===== src/rtl/ctf_pkg.sv =====
// ----------------------------------------------------------------------------
// ctf_pkg
// shared types and constants of the capture timestamp fifo
// ----------------------------------------------------------------------------
`default_nettype none
package ctf_pkg;

  localparam int unsigned StampW  = 64;
  localparam int unsigned FramesW = 24;
  localparam int unsigned RateW   = 20;
  localparam int unsigned CapW    = 10;
  localparam int unsigned ProdW   = 54;  // frames times ns per second
  localparam int unsigned EntryW  = StampW + FramesW;

  localparam logic [29:0] NsPerSec   = 30'd1000000000;
  localparam logic [RateW-1:0] RateReset = 20'd48000;
  localparam logic [CapW-1:0]  CapReset  = 10'd512;

  typedef enum logic {
    CFG_OUT_RATE = 1'b0,
    CFG_CAPACITY = 1'b1
  } cfg_index_e;

  typedef enum logic {
    REQ_PUSH = 1'b0,
    REQ_READ = 1'b1
  } req_type_e;

  typedef enum logic [2:0] {
    ST_IDLE,
    ST_CHECK,
    ST_RD,
    ST_HEAD,
    ST_DIV_FIRST,
    ST_DIV_NEXT,
    ST_DIV_EXT,
    ST_DONE
  } state_e;

endpackage
`default_nettype wire


===== src/rtl/ctf_ns_div.sv =====
// ----------------------------------------------------------------------------
// ctf_ns_div
// frames to nanoseconds: multiply by 1e9, then restoring divide by the rate
// ----------------------------------------------------------------------------
`default_nettype none
module ctf_ns_div (
  input  wire                       clk_i,
  input  wire                       rst_ni,
  input  wire                       start_i,
  input  wire [ctf_pkg::FramesW-1:0] frames_i,
  input  wire [ctf_pkg::RateW-1:0]   rate_i,
  output logic                      done_o,
  output logic [ctf_pkg::ProdW-1:0]  quot_o
);
  import ctf_pkg::*;

  localparam int unsigned CntW = $clog2(ProdW + 1);

  logic [ProdW-1:0] prod_q, prod_d;
  logic [RateW-1:0] rem_q, rem_d;
  logic [CntW-1:0]  cnt_q, cnt_d;
  logic             busy_q, busy_d;
  logic             done_q, done_d;
  logic [RateW:0]   trial;
  logic             ge;

  assign trial = {rem_q, prod_q[ProdW-1]};
  assign ge    = trial >= {1'b0, rate_i};

  always_comb begin
    prod_d = prod_q;
    rem_d  = rem_q;
    cnt_d  = cnt_q;
    busy_d = busy_q;
    done_d = 1'b0;
    if (start_i) begin
      prod_d = ProdW'({30'd0, frames_i} * {24'd0, NsPerSec});
      rem_d  = '0;
      cnt_d  = CntW'(ProdW);
      busy_d = 1'b1;
    end else if (busy_q) begin
      // one quotient bit a cycle, shifted in where the dividend leaves
      prod_d = {prod_q[ProdW-2:0], ge};
      rem_d  = ge ? RateW'(trial - {1'b0, rate_i}) : trial[RateW-1:0];
      cnt_d  = cnt_q - 1'b1;
      if (cnt_q == CntW'(1)) begin
        busy_d = 1'b0;
        done_d = 1'b1;
      end
    end
  end

  always_ff @(posedge clk_i or negedge rst_ni) begin
    if (!rst_ni) begin
      cnt_q  <= '0;
      busy_q <= 1'b0;
      done_q <= 1'b0;
    end else begin
      cnt_q  <= cnt_d;
      busy_q <= busy_d;
      done_q <= done_d;
    end
  end

  always_ff @(posedge clk_i) begin
    prod_q <= prod_d;
    rem_q  <= rem_d;
  end

  assign done_o = done_q;
  assign quot_o = prod_q;

endmodule
`default_nettype wire


===== config.mk =====
export PLATFORM = sky130hd
export DESIGN_NAME = ctf_ns_div
export DESIGN_NICKNAME = d
export VERILOG_FILES = /design/src/rtl/ctf_pkg.sv /design/src/rtl/ctf_ns_div.sv
export SDC_FILE = /design/constraint.sdc
export NUM_CORES = 1
export LEC_CHECK = 0
export BUFFER_PORTS_ARGS = -buffer_cell sky130_fd_sc_hd__buf_2
export CAP_MARGIN = 0
export CORE_UTILIZATION = 50
export CTS_CLUSTER_DIAMETER = 40
export CTS_CLUSTER_SIZE = 12
export DETAILED_ROUTE_END_ITERATION = 16
export PLACE_DENSITY = 0.75
export SETUP_SLACK_MARGIN = 0.5
export SYNTH_ARGS = -nofsm -noshare
export SYNTH_HDL_FRONTEND = slang
export SYNTH_SLANG_ARGS = --single-unit

===== constraint.sdc =====
create_clock -name clk_i -period 6.5 [get_ports clk_i]
set_clock_uncertainty 0.15 [all_clocks]
set_input_delay 0.65 -clock clk_i [delete_from_list [all_inputs] [get_ports clk_i]]
set_output_delay 0.65 -clock clk_i [all_outputs]
set_load 0.02 [all_outputs]

# Word-level counts from Yosys, hierarchy flattened
# Index checks and enable logic that the tools add are counted.
# totals
elab_cells	23
out_inout_bits	55
ff_bits	82
input_bits	47
# classes
magnitude_cmp	1
n_reduce_logical	1
muxes	11
mul	1
eq_ne	1
n_addsub	2
# op_table
operator	n
two-way mux 54 bit	2
multiplier 24 x 21 -> 45 bit, second input constant	1
>= comparator 21 x 20 -> 1 bit	1
two-way mux 20 bit	1
subtractor 20 bit	1
two-way mux 6 bit	2
equality test 6 x 1 -> 1 bit, second input constant	1
two-way mux 1 bit	6
subtractor 6 x 1 -> 6 bit, second input constant	1
nonzero test 2 bit	1

# Depth between registers and ports, before layout
# Gate-level depths: netlist of the first run.
# depth
ltp_word	4
depth_mapped	24
ltp_nobuf	23

# Least setup slack after synthesis of the first run
# No wires, ideal clock.
# synth_path
path_type	input to register
from	input port frames_i[3] (netlist name)
to	register prod_q[44] (netlist: quot_o[44]) (data pin)
setup_ns	0.256
slack_ns	-0.382
t_arrival_ns	6.476
path_stages	21
path_cell_list	inv_1 fa_1 fa_1 fa_1 inv_1 fa_1 fa_1 fa_1 inv_1 fa_1 inv_1 ha_1 clkbuf_1 a21oi_1 a311oi_1 nor4_1 nand2_1 a311oi_1 o21ai_0 xor2_1 a22o_1
# synth_between
elab_chain_len	2
# synth_rtl
item	line_no	source
start: declaration	ctf_ns_div.sv:10	input wire [ctf_pkg::FramesW-1:0] frames_i,
multiplier 24 x 21 -> 45 bit	ctf_ns_div.sv:37	prod_d = ProdW'({30'd0, frames_i} * {24'd0, NsPerSec});
two-way mux 54 bit	ctf_ns_div.sv:36	if (start_i) begin
named net prod_d[44]	ctf_ns_div.sv:19	logic [ProdW-1:0] prod_q, prod_d;
end signal: assignment	ctf_ns_div.sv:66	prod_q <= prod_d;
end: declaration	ctf_ns_div.sv:19	
# The timed path passes the listed nets, and every way through them passes these cells.
# A chain may end at the register's enable or synchronous reset.

# Worst setup path after layout of the first run
# layout_path
from	input port frames_i[11] (netlist name)
to	register prod_q[38] (netlist: quot_o[38]) (data pin)
# The elaborated chain is that of the path after synthesis.

==> impl_metrics.toml, run 1 <==
[floorplan]
initial_core_util_pct = 51.07
fp.dieH_um = 173.5
core_um2 = 28780
std_cell_rows = 62
dieArea_um2 = 30090
fp.dieW_um = 173.5
ios = 102

[cts]
cts_root_buffer = "clkbuf_16"
cts_sinks = 82
cts_made_buffers = 9
path_clk_slew_ns = 0.07
clkLatencyLatePin_ns = 0.34
cts_tree = "done"
cts_buffer_depth = 2
htreeDepth = 3

[timing]
rsz0062_at_grt = "true"
layout_setup_ws_ns = 0.06894
fin_tns_setup_ns = 0
worst_pin_slew_ns = 1.049
max_freq_ghz = 0.1555
hold_violations = 0
setup_viol = 0
finalCritPeriodShare_pct = 98.94
slew_violations = 0
period_needed_ns = 6.431
slew_headroom_pct = 29.94

[setup_path]
cp.arrival_ns = 6.38
r2r_start = "rem_q[6]"
worstSetupPathType = "in2reg"
cp-end-kind = "register"
r2r_slack_ns = 3.11
crit_required_ns = 6.45
r2r_cells = 10
path_max_fanout = 4
r2r_end = "rem_q[0]"
cp-start-kind = "input pin"

[routing]
drtIter0Drc = 498
wire_per_inst_um = 17.03
drcViolationCount = 0
drt-pass1-iter-count = 5
num_vias = 11437
drt-total-wl_mm = 36.35
vias_per_cell = 5.359
ant_nets = 0

[synth]
ys.flop_type = "edfxtp_1"
synth_warnings = 0
yosysTopAreaCell = "fa_1"
synth_async_sr_flop_share_pct = 9.756
synth_area_um2 = 14700
ys_types = 63
syn-mean-instance-area_um2 = 9.806
synth_top_area_share_pct = 30.37
netlist_instances = 1499
yosysSeqAreaShare_pct = 14.50
synth_area_leaders = "fa_1, ha_1, inv_1, edfxtp_1, dfxtp_1"
synth_edf_count = 45
synth.ff_latch_count = 82
synth_fp_nets = 2018

[place]
portBuffers = 101
place_ws_ns = -0.3936
dpl_cell_area_um2 = 16820
hpwlAfterDp_mm = 29.77
gp_congestion = 0.9164

[layout]
fin_nets = 2264
layout_commonest_cell = "inv_1"
stdcell_area_um2 = 17930
synthToLayoutAreaGrowth_pct = 21.98
final_cell_mix = "inv_1, ha_1, fa_1"
antennaDiodeCount = 0
fillers = 2243
final_layout_size_suffix_gt1_share_pct = 24.23

[min_path]
hold_depth = 2
hp-start = "rem_q[5]"
worstHoldPathType = "reg2reg"
hold_end = "rem_q[6]"

[global_routing]
antenna_found_initial = 0
grt_pass1_vias = 11770
gr-usage-all-layers_pct = 23.74
overflow = 0
grt_pass1_wl_mm = 56.84
grt_max_degree = 58

[flow_run]
drv_cap = 0

[outcome]
status = "complete, no violations"
[kinds of logic (layout without fill, tap and decap cells)]
kind of cell	after synthesis	in the layout	share of synthesized area, %
buf+inv	418	669	10.80
xor+xnor	59	59	3.515
compound gates	252	252	11.99
simple gates	199	199	6.461
fa+ha+maj	472	472	51.57
mux	17	17	1.166
flops	82	82	14.50
[state kept, by name, summed over array words and instances (netlist names)]
name and cells:
busy_q 1, cnt_q 6, done_o 1, quot_o 54, rem_q 20
[Yosys cell counts, drive strengths merged (13+ instances only)]
library cell,n
nor2,62
a21oi,62
a211oi,17
edfxtp,45
xor2,23
xnor2,36
nand3,14
dfxtp,29
a21o,38
inv,378
fa,223
nand2,47
clkbuf,35
o21ai,41
ha,249
a22o,40
mux2i,16
nor3,15
nand2b,13
nand4,16
[critical path, cell delays in order]
cell and delay (ns):
buf_2 0.17, buf_4 0.18, ha_1 0.29, inv_2 0.05
fa_1 0.49, fa_1 0.52, inv_1 0.06, fa_1 0.57
fa_1 0.43, fa_1 0.50, inv_1 0.06, fa_1 0.48
inv_1 0.08, ha_4 0.30, buf_4 0.14, nand3_2 0.13
a311oi_4 0.39, nor4_4 0.06, nand2_2 0.13, buf_4 0.14
a31oi_4 0.08, buf_4 0.15, xnor2_1 0.13, a22o_1 0.19
[worst max-delay path by stage]
stage	startpoint	to	slack [ns]	cells after the start
2_1_floorplan	frames_i[5]	quot_o[48]	0.03	22
3_3_place_gp	frames_i[5]	quot_o[48]	-0.32	22
3_5_place_dp	frames_i[3]	quot_o[48]	-0.39	22
4_1_cts	frames_i[3]	quot_o[48]	0.08	22
5_1_grt	frames_i[3]	quot_o[52]	-0.05	22
6_report	frames_i[11]	quot_o[38]	0.07	24
[repair_timing]
action                     in CTS  in global routing
buffers inserted                7                  5
hold buffers                    1                  0
cloned                          0                  0
hold endpoints to repair        8                  0
resized for setup              57                 97
pin swaps                      54                 70
setup endpoints to repair      22                 27
[cell type report]
| type | count | area (um^2) | share of cell area [%] |
|---|---|---|---|
| inverter | 378 | 1436 | 8.011 |
| clock buffer | 11 | 254.0 | 1.417 |
| clock inverter | 5 | 42.54 | 0.2373 |
| tap | 384 | 480.5 | 2.680 |
| timing repair buffer | 275 | 1889 | 10.54 |
| multi-input combinational | 999 | 11690 | 65.22 |
| sequential | 82 | 2133 | 11.90 |
[metrics by stage]
stage	utilization (%)	instances	hold slack, ns
after floorplan	-	1499	0.2044
after CTS	60.64	2129	0.3519
after global placement	58.44	2105	0.3332
after detailed placement	58.44	2105	0.3427
after global routing	62.30	2134	0.3748
final	62.30	2134	0.3505
[routing by layer]
metal | global-route usage, % | routed length (um)
met5 | 0 | 0
met3 | 2.719 | 1327
met2 | 42.32 | 19100
met4 | 7.891 | 948
met1 | 29.86 | 14970
Power of run 1 is left out: the tool's default activity adds up to more than one toggle a clock period on the data nets, which glitch-free logic cannot reach.
==> inputs of run 2 (changes only) <==
--- a/config.mk
+++ b/config.mk
@@ -5,7 +5,7 @@
 export SDC_FILE = /design/constraint.sdc
 export NUM_CORES = 1
 export LEC_CHECK = 0
-export BUFFER_PORTS_ARGS = -buffer_cell sky130_fd_sc_hd__buf_2
+export BUFFER_PORTS_ARGS = -buffer_cell sky130_fd_sc_hd__buf_4
 export CAP_MARGIN = 0
 export CORE_UTILIZATION = 50
 export CTS_CLUSTER_DIAMETER = 40
==> impl_metrics.toml, run 2 (synthesis gave the netlist of run 1 again) <==
[timing]
worst_pin_slew_ns = 0.7613
hold_ws_ns = 0.3460
slew_violations = 0
slew_headroom_pct = 49.01
finalCritPeriodShare_pct = 99.51
period_needed_ns = 6.468
hold_violations = 0
setup_viol = 0
max_freq_ghz = 0.1546
layout_setup_ws_ns = 0.03213
rsz0062_at_grt = "true"

[cts]
clkLatencyLatePin_ns = 0.34
cts_sinks = 82
htreeDepth = 3
cts_tree = "done"
cts_root_buffer = "clkbuf_16"
path_clk_slew_ns = 0.07
cts_made_buffers = 9
cts_buffer_depth = 2

[min_path]
hp-start = "rem_q[6]"
worstHoldPathType = "reg2reg"

[setup_path]
r2r_end = "rem_q[1]"
crit_required_ns = 6.45
r2r_cells = 10
cp.arrival_ns = 6.42
startpoint = "frames_i[3]"
r2r_slack_ns = 3.39
crit_end = "quot_o[44]"
r2r_start = "rem_q[6]"
worstSetupPathType = "in2reg"
cp-start-kind = "input pin"
cp-end-kind = "register"
path_max_fanout = 4

[routing]
num_vias = 11404
vias_per_cell = 5.336
drtIter0Drc = 610
drt-total-wl_mm = 36.79
drcViolationCount = 0
drt-pass1-iter-count = 5
ant_nets = 0
wire_per_inst_um = 17.21

[layout]
synthToLayoutAreaGrowth_pct = 24.65
layout_commonest_cell = "inv_1"
final_cell_mix = "inv_1, buf_4, ha_1"
antennaDiodeCount = 0
fin_nets = 2267
final_layout_size_suffix_gt1_share_pct = 25.04
finish.utilization_pct = 63.66
largest_reg_flops = 54
fin_cells = 2137
fillers = 2208

[place]
gp_congestion = 0.9138
dp_cells = 2101
hpwlAfterDp_mm = 30.14
place_ws_ns = -0.3852
portBuffers = 101

[global_routing]
grt_pass1_vias = 11838
grt_max_degree = 58
gr-usage-all-layers_pct = 24.00
grt_pass1_wl_mm = 58.01
overflow = 0
antenna_found_initial = 0

[floorplan]
initial_core_util_pct = 51.07
std_cell_rows = 62
ios = 102
dieArea_um2 = 30090
core_um2 = 28780
fp.dieH_um = 173.5
fp.dieW_um = 173.5

[outcome]
status = "complete, no violations"

[flow_run]
drv_cap = 0
[run 2: changes by cell type in the layout (fill, tap and decap cells not counted), moves of 7 or more]
cell	change
buf_2	-92
buf_4	+87
ha_1	-9
buf_6	+7
ha_4	+7
[run 2: how the worst min path moves through the flow]
stage                     to  slack [ns]  depth (start not counted)
finish              rem_q[7]        0.35                          2
global route        rem_q[7]        0.38                          2
CTS                 rem_q[7]        0.35                          2
detailed placement    done_o        0.33                          1
global placement      done_o        0.33                          1
floorplan             busy_q        0.20                          0
[run 2: final cells by class]
| cell class | count | area [um^2] | share of cell area (%) |
|---|---|---|---|
| Clock buffer | 9 | 225.2 | 1.229 |
| Clock inverter | 7 | 76.32 | 0.4166 |
| Inverter | 378 | 1430 | 7.805 |
| Multi-Input combinational cell | 999 | 11790 | 64.34 |
| Sequential cell | 82 | 2133 | 11.64 |
| Tap cell | 384 | 480.5 | 2.622 |
| Timing Repair Buffer | 278 | 2188 | 11.94 |
[run 2: stage by stage]
stage | setup TNS (ns) | cell area (um^2)
3_5_place_dp | -3.931 | 17050
2_1_floorplan | 0 | 14830
5_1_grt | -0.2609 | 18320
3_3_place_gp | -2.644 | 17050
4_1_cts | 0 | 17650
6_report | 0 | 18320
[run 2: timing repair]
item | CTS | global route
pin swaps | 42 | 51
resized for setup | 53 | 111
endpoints found under the setup margin | 22 | 24
buffers inserted | 10 | 9
cloned | 0 | 0
hold buffers | 1 | 0
hold endpoints to repair | 8 | 0
[run 2: worst max-delay path: stages]
cell and delay, ns:
buf_8 0.09, clkinvlp_4 0.11, buf_6 0.13, fa_2 0.53
fa_1 0.41, fa_2 0.55, inv_2 0.04, fa_1 0.55
fa_2 0.46, fa_1 0.50, inv_1 0.06, fa_1 0.50
inv_2 0.05, ha_4 0.22, nand4_1 0.11, nor2_2 0.06
and3_4 0.16, nor4_4 0.25, nand2_2 0.14, a311oi_4 0.39
o21ai_2 0.11, xor2_1 0.16, a22o_1 0.19
[run 2: routing by layer]
layer,wire (um),global-route usage (%),share of wire [%]
met1,15370,31.38,42
met2,18920,42.20,51
met3,1606,2.895,4.4
met4,890,5.863,2.4
met5,0,0,0
Power of run 2 is left out for the same reason.
